==> config.mk <==
export PLATFORM = sky130hd
export DESIGN_NAME = hdif_cell
export DESIGN_NICKNAME = d
export VERILOG_FILES = /design/src/design/hdif_pkg.sv /design/src/design/hdif_cell.sv
export SDC_FILE = /design/constraint.sdc
export NUM_CORES = 1
export LEC_CHECK = 0
export BUFFER_PORTS_ARGS = -buffer_cell sky130_fd_sc_hd__buf_2
export CORE_MARGIN = 1.5
export CORE_UTILIZATION = 30
export CTS_CLUSTER_DIAMETER = 120
export DETAILED_ROUTE_END_ITERATION = 8
export PLACE_DENSITY_LB_ADDON = 0.2
export SYNTH_ARGS = -nofsm -noshare
export SYNTH_HDL_FRONTEND = slang
export SYNTH_SLANG_ARGS = --single-unit
==> constraint.sdc <==
create_clock -name clk -period 29.9 [get_ports clk]
set_clock_uncertainty 0.05 [all_clocks]
set_input_delay 2.99 -clock clk [delete_from_list [all_inputs] [get_ports clk]]
set_output_delay 2.99 -clock clk [all_outputs]
set_load 0.01 [all_outputs]
==> src/design/hdif_pkg.sv <==
// Package with payload types and constants for the hard disk insertion filter.
package hdif_pkg;

	localparam int unsigned CoordW = 16;
	localparam int unsigned SigmaW = 33;
	localparam int unsigned DistW  = 34;
	localparam int unsigned CfgIdxW = 2;
	localparam int unsigned CfgDataW = 33;

	localparam logic [CfgIdxW-1:0] CFG_BOX_WIDTH     = 2'd0;
	localparam logic [CfgIdxW-1:0] CFG_BOX_HEIGHT    = 2'd1;
	localparam logic [CfgIdxW-1:0] CFG_SIGMA_SQUARED = 2'd2;

	typedef struct packed {
		logic [15:0] rand_x;
		logic [15:0] rand_y;
	} hdif_in_t;

	typedef struct packed {
		logic        accepted;
		logic [7:0]  slot;
		logic [8:0]  placed_count;
		logic        store_full;
		logic [15:0] pos_x;
		logic [15:0] pos_y;
	} hdif_out_t;

	// Token handed from cell to cell: a candidate and its overlap flag so far.
	typedef struct packed {
		logic        live;
		logic        hit;
		logic [15:0] px;
		logic [15:0] py;
	} hdif_tok_t;

endpackage

==> src/design/hdif_cell.sv <==
// One cell of the chain: holds one stored centre and checks a passing candidate.
module hdif_cell
	import hdif_pkg::*;
(
	input  logic             clk,
	input  logic             arst_n,
	input  logic             clear,
	input  logic             load,
	input  logic [15:0]      load_x,
	input  logic [15:0]      load_y,
	input  logic [SigmaW-1:0] sigma_squared,
	input  hdif_tok_t        tok_in,
	output hdif_tok_t        tok_out
);

	logic        full_q;
	logic [15:0] cx_q;
	logic [15:0] cy_q;
	logic [15:0] dx;
	logic [15:0] dy;
	logic [31:0] dx2;
	logic [31:0] dy2;
	logic [DistW-1:0] dist2;
	logic        near;

	always_ff @(posedge clk or negedge arst_n) begin
		if (!arst_n) begin
			full_q <= 1'b0;
		end else if (clear) begin
			full_q <= 1'b0;
		end else if (load) begin
			full_q <= 1'b1;
		end
	end

	always_ff @(posedge clk) begin
		if (load) begin
			cx_q <= load_x;
			cy_q <= load_y;
		end
	end

	always_comb begin
		dx    = (tok_in.px >= cx_q) ? tok_in.px - cx_q : cx_q - tok_in.px;
		dy    = (tok_in.py >= cy_q) ? tok_in.py - cy_q : cy_q - tok_in.py;
		dx2   = dx * dx;
		dy2   = dy * dy;
		dist2 = {2'b00, dx2} + {2'b00, dy2};
		near  = full_q && ({1'b0, sigma_squared} > dist2);
	end

	always_ff @(posedge clk or negedge arst_n) begin
		if (!arst_n) begin
			tok_out <= '0;
		end else begin
			tok_out.live <= tok_in.live;
			tok_out.hit  <= tok_in.hit | (tok_in.live & near);
			tok_out.px   <= tok_in.px;
			tok_out.py   <= tok_in.py;
		end
	end

endmodule

==> reports/results.txt <==
Status: complete, no violations
Yosys cell types: 84
GRT Total Usage: 15.9%
Max stage delay on crit path: 0.93 ns
# setup viols final: 0
Critical path arrival: 15.54 ns
Fin crit share: 51.4%
Routed WL: 54.6 mm
Post-synth ARST share: 52.2%
Detailed Route Iter0 Violations: 823
RSZ-0062 raised after global routing: false
Final-stage net count: 3102
Clock buffer depth: 2
Post-Syn Area: 0.0207 mm^2
# rows: 96
CTS root buf: clkbuf_16
Synth warn: 0
Die width: 266 um
CP Class: in2reg
DRC Markers: 0
Synthesized flop and latch total: 67
Area grow syn2layout: 9.26%
Initial antenna violation count: 0
Largest net degree at the start of global routing: 36
TritonRoute pass-1 iters: 7
Vias: 15044
Die H: 266 um
Ant diodes: 0
Nature of the critical path endpoint: register
Max-slew headroom: 23.4%
Max-Cap Viols: 0
EDFF count, synth: 32
Port Buffers: 136
Fmax: 0.0651 GHz
Critical Path RT: 30.08 ns
Number of global-route vias before repair: 16580
Post-layout minimum cycle time: 15.36 ns
I/O pin count: 137
Initial core utilization: 30.3%
Slew @ Worst Pin: 1.15 ns
Total core area: 0.0685 mm^2
Final HPWL DP: 47.2 mm
Wire length per cell: 17.0 um
Most frequent cells in the layout: inv_1, fa_1, ha_1
ANT nets after route: 0
Cells after Synth: 2216
CP bufs+invs: 6
Setup Total Neg Slack: 0 ns
# Post-CTS Setup Buffers: 0
Grt ovf: 0
Fillers: 7158
Worst path slowest cell: o41ai_4
CTS tree: built
Final-report hold violation count: 0
Synth Flop Type: dfrtp_1
Syn_area_per_cell: 9.36 um^2
First-pass GRT wire length: 88.0 mm
Commonest non-fill, non-tap cell in the layout: inv_1
Hold_buf cts: 0
Top delay family on crit path: compound AO/OA/AOI/OAI gates
Seq/Total Area, Yosys: 8.86%
Max Slew Vio Count: 0
Share of cells above drive strength 1: 10.7%
Via-per-instance ratio: 4.69
Htree depth: 3
GPL Wtd Cong: 0.854
Crit path max fanout: 17
Net Count, Synth: 2997
Worst-path clk slew: 0.06 ns
Die Footprint: 0.0707 mm^2
Worst skew pair latency: 0.36 ns
TritonCTS buffer count: 9
Worst Hold Class: reg2reg
CTS sink count: 67
Critical Path Source Type: primary input
Most used cell, CP: fa_1
CTS resizes: 0
path summary, 6_finish.rpt:
check                      cells after the start          end        from  slack [ns]
setup reg to reg                              40  tok_out[32]     cx_q[0]       16.96
min in group asynchronous                      1   tok_out[8]      arst_n        2.73
setup / recovery                              42  tok_out[32]  tok_in[16]       14.54
hold / removal                                 2       full_q      full_q        0.46
max in group asynchronous                      1  tok_out[32]      arst_n       26.42
hold reg to reg                                2       full_q      full_q        0.46
layer usage:
layer / global-route usage, % / vias up / routed length, um
met5: 0 / - / 0
met4: 3.75 / 0 / 834
met3: 1.36 / 39 / 2230
met2: 29.2 / 332 / 29000
met1: 20.1 / 7633 / 22600
li1: - / 7040 / -
tightest hold or removal path: stages (launching register included):
cell and delay [ns]:
dfrtp_1 0.35, nor2_1 0.05, nor2_1 0.07
final cells by class:
| class | count | area (um^2) | share of cell area (%) |
|---|---|---|---|
| clock buffer | 11 | 243 | 1.07 |
| clock inverter | 3 | 40.0 | 0.177 |
| inverter | 575 | 2160 | 9.54 |
| multi-input combinational | 1512 | 16400 | 72.6 |
| sequential | 67 | 1840 | 8.11 |
| tap | 882 | 1100 | 4.87 |
| timing repair buffer | 156 | 831 | 3.67 |
synth_stat cells, types with 4 or more instances:
cell type / number / area (um^2)
or2_2: 27 / 169
o21ai_0: 39 / 195
inv_1: 567 / 2130
a21boi_0: 5 / 37.5
fa_1: 392 / 7850
o221ai_1: 6 / 52.6
o211ai_1: 8 / 60.1
edfxtp_1: 32 / 961
o21a_1: 21 / 158
ha_1: 286 / 3580
dfrtp_1: 35 / 876
a21oi_1: 64 / 320
nor2_1: 224 / 841
nand2_1: 90 / 338
a221oi_1: 4 / 35.0
o31ai_1: 8 / 60.1
xnor2_1: 23 / 201
and3_1: 5 / 31.3
nand4_1: 20 / 125
a21oi_2: 4 / 35.0
mux2i_1: 14 / 140
o21bai_1: 6 / 45.0
or3_1: 12 / 75.1
nand2b_1: 39 / 244
a21o_1: 42 / 315
clkbuf_1: 23 / 86.3
or2_1: 5 / 31.3
xor2_1: 28 / 245
buf_4: 8 / 60.1
mux2_2: 4 / 45.0
a31oi_1: 6 / 37.5
nand3_1: 15 / 75.1
nor2b_1: 15 / 93.8
buf_2: 29 / 145
nor3_1: 18 / 90.1
inv_2: 7 / 26.3
xnor2_2: 9 / 146
state kept, by name, summed over array words and instances (netlist names):
register / count
full_q: 1
cy_q: 16
tok_out: 34
cx_q: 16
cell families (layout without fill, tap and decap cells):
| logic type | count (synthesis) | in the layout | share of synthesized area (%) |
|---|---|---|---|
| buffers and inverters | 637 | 745 | 11.9 |
| XOR/XNOR | 63 | 63 | 3.15 |
| flip-flops | 67 | 67 | 8.86 |
| adder cells (fa/ha/maj) | 678 | 678 | 55.1 |
| AND/OR/NAND/NOR | 488 | 488 | 10.9 |
| multiplexers | 20 | 20 | 1.01 |
| AO/OA/AOI/OAI | 263 | 263 | 9.02 |
stage by stage:
step           hold slack (ns)  setup WS, ns  cells  area (um^2)  util (%)
6_report                 0.462         14.54   3206        22700      33.1
5_1_grt                  0.492         13.70   3206        22700      33.1
4_1_cts                  0.464         14.35   3206        22700      33.1
3_5_place_dp             0.449         14.04   3192        22400      32.7
3_3_place_gp             0.444         14.09   3192        22400      32.7
2_1_floorplan            0.413         16.58   2216        20700         -
Power is not shown: default switching activity piles up to over one toggle a cycle in this logic, so the estimate is an artifact.
